## config.mk

```make
export PLATFORM = sky130hd
export DESIGN_NAME = number_to_word_tokens
export DESIGN_NICKNAME = d
export VERILOG_FILES = /design/src/hdl/ntw_pkg.sv /design/src/hdl/ntw_fifo.sv /design/src/hdl/ntw_front.sv /design/src/hdl/ntw_back.sv /design/src/hdl/number_to_word_tokens.sv
export SDC_FILE = /design/constraint.sdc
export NUM_CORES = 1
export LEC_CHECK = 0
export CORE_ASPECT_RATIO = 0.9
export CORE_UTILIZATION = 40
export CTS_CLUSTER_DIAMETER = 120
export CTS_CLUSTER_SIZE = 20
export DETAILED_ROUTE_END_ITERATION = 16
export DONT_BUFFER_PORTS = 1
export GPL_TIMING_DRIVEN = 1
export PLACE_DENSITY = 0.63
export SYNTH_ARGS = -nofsm -noshare
export SYNTH_HDL_FRONTEND = slang
export SYNTH_SLANG_ARGS = --single-unit
```

## constraint.sdc

```tcl
create_clock -name clk_i -period 4.3 [get_ports clk_i]
set_clock_uncertainty 0.1 [all_clocks]
set_input_delay 0.86 -clock clk_i [delete_from_list [all_inputs] [get_ports clk_i]]
set_output_delay 0.86 -clock clk_i [all_outputs]
set_load 0.005 [all_outputs]
```

## src/hdl/ntw_pkg.sv

```systemverilog
// Shared types, constants and functions for the number-to-word-tokens block.
// No dependencies; used by every module in hdl/.
package ntw_pkg;

  localparam int unsigned ValueW    = 30;
  localparam int unsigned DigitW    = 4;
  localparam int unsigned DigitCnt  = 9;
  localparam int unsigned BcdW      = DigitW * DigitCnt;
  localparam int unsigned CodeW     = 5;
  localparam int unsigned GroupCnt  = 3;
  localparam int unsigned SlotCnt   = 5;
  localparam int unsigned TokenCnt  = GroupCnt * SlotCnt + 1;
  localparam int unsigned PosW      = $clog2(TokenCnt);
  localparam int unsigned StepCnt   = ValueW / 2;
  localparam int unsigned StepW     = $clog2(StepCnt);

  localparam logic [ValueW-1:0] MaxValue = ValueW'(999999999);

  localparam logic [CodeW-1:0] CodeEol      = CodeW'(0);
  localparam logic [CodeW-1:0] CodeTeenBase = CodeW'(10);
  localparam logic [CodeW-1:0] CodeTensBase = CodeW'(18);
  localparam logic [CodeW-1:0] CodeHundred  = CodeW'(28);
  localparam logic [CodeW-1:0] CodeThousand = CodeW'(29);
  localparam logic [CodeW-1:0] CodeMillion  = CodeW'(30);

  // token slots inside one group
  localparam int unsigned SlotHundDigit = 0;
  localparam int unsigned SlotHundWord  = 1;
  localparam int unsigned SlotTens      = 2;
  localparam int unsigned SlotOnes      = 3;
  localparam int unsigned SlotScale     = 4;

  typedef logic [BcdW-1:0] bcd_t;

  typedef enum logic [1:0] {
    F_IDLE,
    F_CONV,
    F_HOLD
  } front_state_e;

  // one double-dabble step: adjust digits, shift in one binary bit
  function automatic bcd_t dabble_step(input bcd_t bcd, input logic b);
    bcd_t adj;
    adj = bcd;
    for (int d = 0; d < DigitCnt; d++) begin
      if (bcd[DigitW*d +: DigitW] >= DigitW'(5)) begin
        adj[DigitW*d +: DigitW] = bcd[DigitW*d +: DigitW] + DigitW'(3);
      end
    end
    return {adj[BcdW-2:0], b};
  endfunction

  // which token positions are emitted for a number in BCD
  function automatic logic [TokenCnt-1:0] token_mask(input bcd_t bcd);
    logic [TokenCnt-1:0] m;
    logic [DigitW-1:0]   h;
    logic [DigitW-1:0]   t;
    logic [DigitW-1:0]   o;
    m = '0;
    for (int g = 0; g < GroupCnt; g++) begin
      h = bcd[DigitW*(DigitCnt-1-3*g) +: DigitW];
      t = bcd[DigitW*(DigitCnt-2-3*g) +: DigitW];
      o = bcd[DigitW*(DigitCnt-3-3*g) +: DigitW];
      m[SlotCnt*g+SlotHundDigit] = (h != '0);
      m[SlotCnt*g+SlotHundWord]  = (h != '0);
      m[SlotCnt*g+SlotTens]      = (t != '0);
      m[SlotCnt*g+SlotOnes]      = (t != DigitW'(1)) && (o != '0);
      m[SlotCnt*g+SlotScale]     = (g < GroupCnt - 1) && ((h | t | o) != '0);
    end
    m[TokenCnt-1] = 1'b1;
    return m;
  endfunction

  // word code at a token position
  function automatic logic [CodeW-1:0] token_code(input bcd_t bcd,
                                                  input logic [PosW-1:0] pos);
    logic [CodeW-1:0]  codes [TokenCnt];
    logic [DigitW-1:0] h;
    logic [DigitW-1:0] t;
    logic [DigitW-1:0] o;
    for (int g = 0; g < GroupCnt; g++) begin
      h = bcd[DigitW*(DigitCnt-1-3*g) +: DigitW];
      t = bcd[DigitW*(DigitCnt-2-3*g) +: DigitW];
      o = bcd[DigitW*(DigitCnt-3-3*g) +: DigitW];
      codes[SlotCnt*g+SlotHundDigit] = CodeW'(h);
      codes[SlotCnt*g+SlotHundWord]  = CodeHundred;
      codes[SlotCnt*g+SlotTens]      = (t == DigitW'(1)) ? CodeTeenBase + CodeW'(o)
                                                         : CodeTensBase + CodeW'(t);
      codes[SlotCnt*g+SlotOnes]      = CodeW'(o);
      codes[SlotCnt*g+SlotScale]     = (g == 0) ? CodeMillion : CodeThousand;
    end
    codes[TokenCnt-1] = CodeEol;
    return codes[pos];
  endfunction

endpackage

```

## src/hdl/ntw_fifo.sv

```systemverilog
// Two-entry queue of BCD numbers between front and back.
// Depends on ntw_pkg.
module ntw_fifo (
  input  logic          clk_i,
  input  logic          rst_ni,
  input  logic          push_i,
  input  ntw_pkg::bcd_t push_data_i,
  output logic          full_o,
  input  logic          pop_i,
  output logic          empty_o,
  output ntw_pkg::bcd_t pop_data_o
);
  import ntw_pkg::*;

  bcd_t       mem_q [2];
  logic       wr_ptr_q, wr_ptr_d;
  logic       rd_ptr_q, rd_ptr_d;
  logic [1:0] cnt_q, cnt_d;
  logic       do_push;
  logic       do_pop;

  assign full_o     = (cnt_q == 2'd2);
  assign empty_o    = (cnt_q == 2'd0);
  assign pop_data_o = mem_q[rd_ptr_q];
  assign do_push    = push_i && !full_o;
  assign do_pop     = pop_i && !empty_o;

  always_comb begin
    wr_ptr_d = do_push ? !wr_ptr_q : wr_ptr_q;
    rd_ptr_d = do_pop ? !rd_ptr_q : rd_ptr_q;
    cnt_d    = cnt_q + {1'b0, do_push} - {1'b0, do_pop};
  end

  always_ff @(posedge clk_i or negedge rst_ni) begin
    if (!rst_ni) begin
      wr_ptr_q <= 1'b0;
      rd_ptr_q <= 1'b0;
      cnt_q    <= 2'd0;
    end else begin
      wr_ptr_q <= wr_ptr_d;
      rd_ptr_q <= rd_ptr_d;
      cnt_q    <= cnt_d;
    end
  end

  always_ff @(posedge clk_i) begin
    if (do_push) begin
      mem_q[wr_ptr_q] <= push_data_i;
    end
  end

endmodule

```

## src/hdl/ntw_front.sv

```systemverilog
// Front end: accepts a number, saturates it and converts it to BCD,
// two bits per cycle. Depends on ntw_pkg.
module ntw_front (
  input  logic                      clk_i,
  input  logic                      rst_ni,
  input  logic                      in_valid_i,
  output logic                      in_ready_o,
  input  logic [ntw_pkg::ValueW-1:0] value_i,
  output logic                      push_o,
  output ntw_pkg::bcd_t             push_data_o,
  input  logic                      fifo_full_i
);
  import ntw_pkg::*;

  localparam logic [StepW-1:0] LastStep = StepW'(StepCnt - 1);

  front_state_e      state_q, state_d;
  logic [StepW-1:0]  cnt_q, cnt_d;
  logic [ValueW-1:0] bin_q;
  bcd_t              bcd_q;
  bcd_t              step1;
  bcd_t              step2;
  logic              accept;
  logic              conv_done;

  assign step1     = dabble_step(bcd_q, bin_q[ValueW-1]);
  assign step2     = dabble_step(step1, bin_q[ValueW-2]);
  assign conv_done = (state_q == F_CONV) && (cnt_q == LastStep);
  assign accept    = in_valid_i && in_ready_o;

  always_comb begin
    state_d = state_q;
    unique case (state_q)
      F_IDLE: begin
        if (in_valid_i) state_d = F_CONV;
      end
      F_CONV: begin
        if (cnt_q == LastStep) begin
          if (fifo_full_i) state_d = F_HOLD;
          else state_d = in_valid_i ? F_CONV : F_IDLE;
        end
      end
      F_HOLD: begin
        if (!fifo_full_i) state_d = in_valid_i ? F_CONV : F_IDLE;
      end
      default: state_d = F_IDLE;
    endcase
  end

  always_comb begin
    in_ready_o  = 1'b0;
    push_o      = 1'b0;
    push_data_o = step2;
    unique case (state_q)
      F_IDLE: begin
        in_ready_o = 1'b1;
      end
      F_CONV: begin
        push_o     = conv_done && !fifo_full_i;
        in_ready_o = conv_done && !fifo_full_i;
      end
      F_HOLD: begin
        push_o      = !fifo_full_i;
        in_ready_o  = !fifo_full_i;
        push_data_o = bcd_q;
      end
      default: ;
    endcase
  end

  always_comb begin
    cnt_d = cnt_q;
    if (accept) cnt_d = '0;
    else if (state_q == F_CONV) cnt_d = cnt_q + StepW'(1);
  end

  always_ff @(posedge clk_i or negedge rst_ni) begin
    if (!rst_ni) begin
      state_q <= F_IDLE;
      cnt_q   <= '0;
    end else begin
      state_q <= state_d;
      cnt_q   <= cnt_d;
    end
  end

  always_ff @(posedge clk_i) begin
    if (accept) begin
      bin_q <= (value_i > MaxValue) ? MaxValue : value_i;
      bcd_q <= '0;
    end else if (state_q == F_CONV) begin
      bin_q <= {bin_q[ValueW-3:0], 2'b00};
      bcd_q <= step2;
    end
  end

endmodule

```

## src/hdl/ntw_back.sv

```systemverilog
// Back end: walks the token mask of one BCD number, one token per cycle while
// out_ready_i is high. Depends on ntw_pkg.
module ntw_back (
  input  logic                     clk_i,
  input  logic                     rst_ni,
  input  logic                     fifo_empty_i,
  input  ntw_pkg::bcd_t            fifo_data_i,
  output logic                     pop_o,
  output logic                     out_valid_o,
  input  logic                     out_ready_i,
  output logic [ntw_pkg::CodeW-1:0] word_code_o,
  output logic                     last_o
);
  import ntw_pkg::*;

  logic [TokenCnt-1:0] mask_q, mask_d;
  bcd_t                bcd_q;
  logic [PosW-1:0]     pos;
  logic                fire;
  logic                load;

  always_comb begin
    pos = PosW'(TokenCnt - 1);
    for (int i = TokenCnt - 1; i >= 0; i--) begin
      if (mask_q[i]) pos = PosW'(i);
    end
  end

  assign out_valid_o = (mask_q != '0);
  assign last_o      = (pos == PosW'(TokenCnt - 1));
  assign word_code_o = token_code(bcd_q, pos);
  assign fire        = out_valid_o && out_ready_i;
  assign load        = !out_valid_o || (fire && last_o);
  assign pop_o       = load && !fifo_empty_i;

  always_comb begin
    mask_d = mask_q;
    if (load) mask_d = fifo_empty_i ? '0 : token_mask(fifo_data_i);
    else if (fire) mask_d[pos] = 1'b0;
  end

  always_ff @(posedge clk_i or negedge rst_ni) begin
    if (!rst_ni) begin
      mask_q <= '0;
    end else begin
      mask_q <= mask_d;
    end
  end

  always_ff @(posedge clk_i) begin
    if (pop_o) bcd_q <= fifo_data_i;
  end

endmodule

```

## src/hdl/number_to_word_tokens.sv

```systemverilog
// Top level: reads a number 0..999999999 out as English word tokens.
// The front converts an accepted item to BCD two bits per cycle, the queue
// holds it and the back emits one token per cycle while out_ready_i is high.
// The front takes a new item only once the last one's BCD goes to the queue.
// Reset: asynchronous, active low; clears control state and upper_case.
// Depends on ntw_pkg, ntw_front, ntw_fifo, ntw_back.
module number_to_word_tokens (
  input  logic                      clk_i,
  input  logic                      rst_ni,
  input  logic                      cfg_we_i,
  input  logic                      cfg_wdata_i,
  input  logic                      in_valid_i,
  output logic                      in_ready_o,
  input  logic [ntw_pkg::ValueW-1:0] value_i,
  output logic                      out_valid_o,
  input  logic                      out_ready_i,
  output logic [ntw_pkg::CodeW-1:0]  word_code_o,
  output logic                      capitals_o,
  output logic                      last_o
);
  import ntw_pkg::*;

  logic upper_case_q;
  logic push;
  bcd_t push_data;
  logic fifo_full;
  logic fifo_empty;
  bcd_t fifo_data;
  logic pop;

  always_ff @(posedge clk_i or negedge rst_ni) begin
    if (!rst_ni) begin
      upper_case_q <= 1'b0;
    end else if (cfg_we_i) begin
      upper_case_q <= cfg_wdata_i;
    end
  end

  assign capitals_o = upper_case_q;

  ntw_front u_front (
    .clk_i       (clk_i),
    .rst_ni      (rst_ni),
    .in_valid_i  (in_valid_i),
    .in_ready_o  (in_ready_o),
    .value_i     (value_i),
    .push_o      (push),
    .push_data_o (push_data),
    .fifo_full_i (fifo_full)
  );

  ntw_fifo u_fifo (
    .clk_i       (clk_i),
    .rst_ni      (rst_ni),
    .push_i      (push),
    .push_data_i (push_data),
    .full_o      (fifo_full),
    .pop_i       (pop),
    .empty_o     (fifo_empty),
    .pop_data_o  (fifo_data)
  );

  ntw_back u_back (
    .clk_i        (clk_i),
    .rst_ni       (rst_ni),
    .fifo_empty_i (fifo_empty),
    .fifo_data_i  (fifo_data),
    .pop_o        (pop),
    .out_valid_o  (out_valid_o),
    .out_ready_i  (out_ready_i),
    .word_code_o  (word_code_o),
    .last_o       (last_o)
  );

endmodule

```

==> flow_summary_export.csv <==
group,metric,value,unit
routing,wirelength,23770,microns
sta,fin_setup_tns,0,ns
grt,grt_pass1_wl,38650,microns
sta,worst_pin_slew,0.8176,ns
clocking,path_clk_slew,0.10,ns
finish,syn_to_final_growth,7.520,%
sta,final-setup-viol-count,0,
floorplanning,fp.dieW,176.5,microns
grt,antenna_found_initial,0,
worst_setup_path,slowest_delay,0.60,ns
placed_design,gp_congestion,0.9113,
clocking,cts_max_level,1,
yosys,yosysUniqueCellTypes,85,
sta,fin_crit_sh,88.24,%
grt,grt_start_max_net_pins,59,
worst_setup_path,crit_family,"compound AO/OA/AOI/OAI gates",
finish,num_antenna_cells,0,
routing,drtPass1Iterations,5,
yosys,yosysSeqAreaShare,50.52,%
floorplanning,die_y,159.1,microns
clocking,clock_sink_count,201,
yosys,synth_edf_count,138,
yosys,synth-main-ff-cell,"edfxtp_1",
clocking,postCtsSetupBuffers,0,
routing,drt_iter0_markers,453,
min_path,hold_class,"in -> async",
clocking,clockBufferDepth,3,
yosys,ys_ff_latch,201,
sta,finalHoldViolations,0,
worst_setup_path,path_buf_inv,1,
routing,routedWlPerCell,17.80,microns
yosys,synth_area,10970,sq um
clocking,ctsHoldBuffers,1,
grt,track_usage,17.00,%
finish,seqCellArea,5540,sq um
worst_setup_path,end_kind,"output pin",
yosys,yosys.area.top_type_share,37.79,%
worst_setup_path,cp_cell_sequence,"nor2_1 -> o31ai_1 -> o21ai_1 -> buf_4 -> a211oi_1 -> a311oi_1 -> o221ai_1",
clocking,cts_tree,"yes",
clocking,clk_latency,0.48,ns
worst_setup_path,startpoint_type,"flip-flop",
sta,rsz0062_at_grt,"false",
flow_run,maxCapViolations,0,
routing,ant_nets,0,
floorplanning,initial_core_util,40.68,%
placed_design,io_buffer_count,0,
yosys,post_synth.cell_area_avg,11.22,sq um
yosys,synth_most_common_cell,"edfxtp_1",
finish,n_fill_cell,2524,
floorplanning,ios,45,
worst_setup_path,worst-r2r-setup-slack,1.06,ns
finish,nNetsFinal,1059,
yosys,yosysWarningCount,0,
clocking,numCtsBuffers,14,
routing,drc,0,
outcome,outcome,"finished clean",
grt,grt.overflow.total,0,
placed_design,dp_hpwl,16960,microns
floorplanning,fp.dieArea,28080,sq um
finish,final_layout_size_suffix_gt1_share,14.27,%
yosys,yosys-top-cells-count,"edfxtp_1, mux2_2, nor2_1",
worst_setup_path,critPathMaxFanout,15,
sta,slew_headroom,45.36,%
sta,min_period,3.794,ns
worst_setup_path,slowest_stage,"o21ai_1",
worst_setup_path,worstSetupPathType,"reg -> out",
grt,grt_pass1_vias,7320,
yosys,syn_nets,1063,
yosys,yosys.area.top_type,"edfxtp_1",
yosys,syn_inst,977,
routing,num_vias,7424,
worst_setup_path,cp.arrival,2.83,ns
clocking,cts_resized,0,
routing,via_per_inst,5.561,
clocking,root_buffer,"clkbuf_16",
finish,multiInputGateArea,5001,sq um
sta,finalMaxSlewViolations,0,
yosys,synthTopCellsByArea,"edfxtp_1, mux2_2, dfxtp_1, dfrtp_1, ha_1",
floorplanning,design.core.area,26960,sq um
floorplanning,num_rows,57,
yosys,async_flop_share,13.43,%
worst_setup_path,required,3.34,ns
sta,fmaxAchievable,0.2636,GHz
layer usage:
layer | part of all wire [%] | track usage, % | vias up | routed length (microns)
li1 | - | - | 3604 | -
met1 | 49 | 25.46 | 3611 | 11720
met2 | 44 | 25.69 | 178 | 10340
met3 | 5.3 | 2.364 | 31 | 1253
met4 | 1.9 | 4.310 | 0 | 459
met5 | 0 | 0 | - | 0
final cells by class:
class / instances / area share, %
clock inverter: 1 / 0.1698
sequential: 201 / 46.99
inverter: 67 / 2.133
timing repair buffer: 15 / 1.061
multi-input combinational: 674 / 42.42
tap: 354 / 3.757
clock buffer: 23 / 3.470
through the flow:
| stage | cell area (sq um) | cells | utilization (%) | worst slack, ns | hold slack [ns] |
|---|---|---|---|---|---|
| after global routing | 11790 | 1335 | 43.73 | 0.2410 | 0.08397 |
| after floorplan | 10970 | 977 | - | 1.139 | 0.3598 |
| after global placement | 11340 | 1310 | 42.07 | 1.124 | 0.3892 |
| after detailed placement | 11340 | 1310 | 42.07 | 1.075 | 0.3943 |
| after CTS | 11790 | 1335 | 43.73 | 0.5439 | 0.08933 |
| final | 11790 | 1335 | 43.73 | 0.5058 | 0.08389 |
final timing paths:
| path | from | to | cells past startpoint |
|---|---|---|---|
| setup / recovery | u_back.mask_q[2]$_DFFE_PN0P_ | word_code_o[1] | 7 |
| min in group clk_i | out_ready_i | u_back.mask_q[2]$_DFFE_PN0P_ | 1 |
| hold reg to reg | u_front.bcd_q[31]$_SDFFE_PP0P_ | u_front.bcd_q[31]$_SDFFE_PP0P_ | 2 |
| max in group asynchronous | rst_ni | u_back.mask_q[0]$_DFFE_PN0P_ | 1 |
| hold / removal | rst_ni | u_back.mask_q[14]$_DFFE_PN0P_ | 1 |
| setup reg to reg | u_back.mask_q[2]$_DFFE_PN0P_ | u_fifo.cnt_q[1]$_DFF_PN0_ | 12 |
cells by family (layout without fill, tap and decap cells):
family	count (synthesis)	count (layout)	synth area share [%]
xor gates and xnor gates	28	28	2.236
muxes	113	113	11.28
and+or+nand+nor	238	238	11.08
AOI/OAI and AO/OA	245	245	15.20
adders and majority gates	50	50	5.705
DFF	201	201	50.52
buffers and inverters	102	106	3.971
state kept, by name, indices dropped and copies added (netlist names), 2 cells and up:
| register | count |
|---|---|
| u_front.bcd_q | 36 |
| u_fifo.mem_q | 72 |
| u_fifo.cnt_q | 2 |
| u_back.bcd_q | 36 |
| u_front.cnt_q | 4 |
| u_front.bin_q | 30 |
| u_front.state_q | 2 |
| u_back.mask_q | 16 |
placed cells by master (no fill, tap or decap), types with 6 or more instances in the layout:
cell type,Yosys,layout
dfrtp_1,27,27
mux2_2,81,81
dfxtp_1,36,36
a31oi_1,6,6
a21oi_1,66,66
nor3_1,17,17
a22o_1,10,10
o21ai_0,39,39
nor2_1,79,78
o21a_1,36,36
a211oi_1,11,11
clkbuf_16,0,15
o22a_1,16,16
nand2b_1,16,16
nand3_1,8,8
buf_4,2,14
mux2i_1,31,31
edfxtp_1,138,138
nor4_1,7,7
inv_1,66,66
clkbuf_1,17,7
ha_1,50,49
o31ai_1,8,8
nand2_1,60,60
xnor2_1,24,24
Power is not shown: default switching activity piles up to over one toggle a cycle in this logic, so the estimate is an artifact.
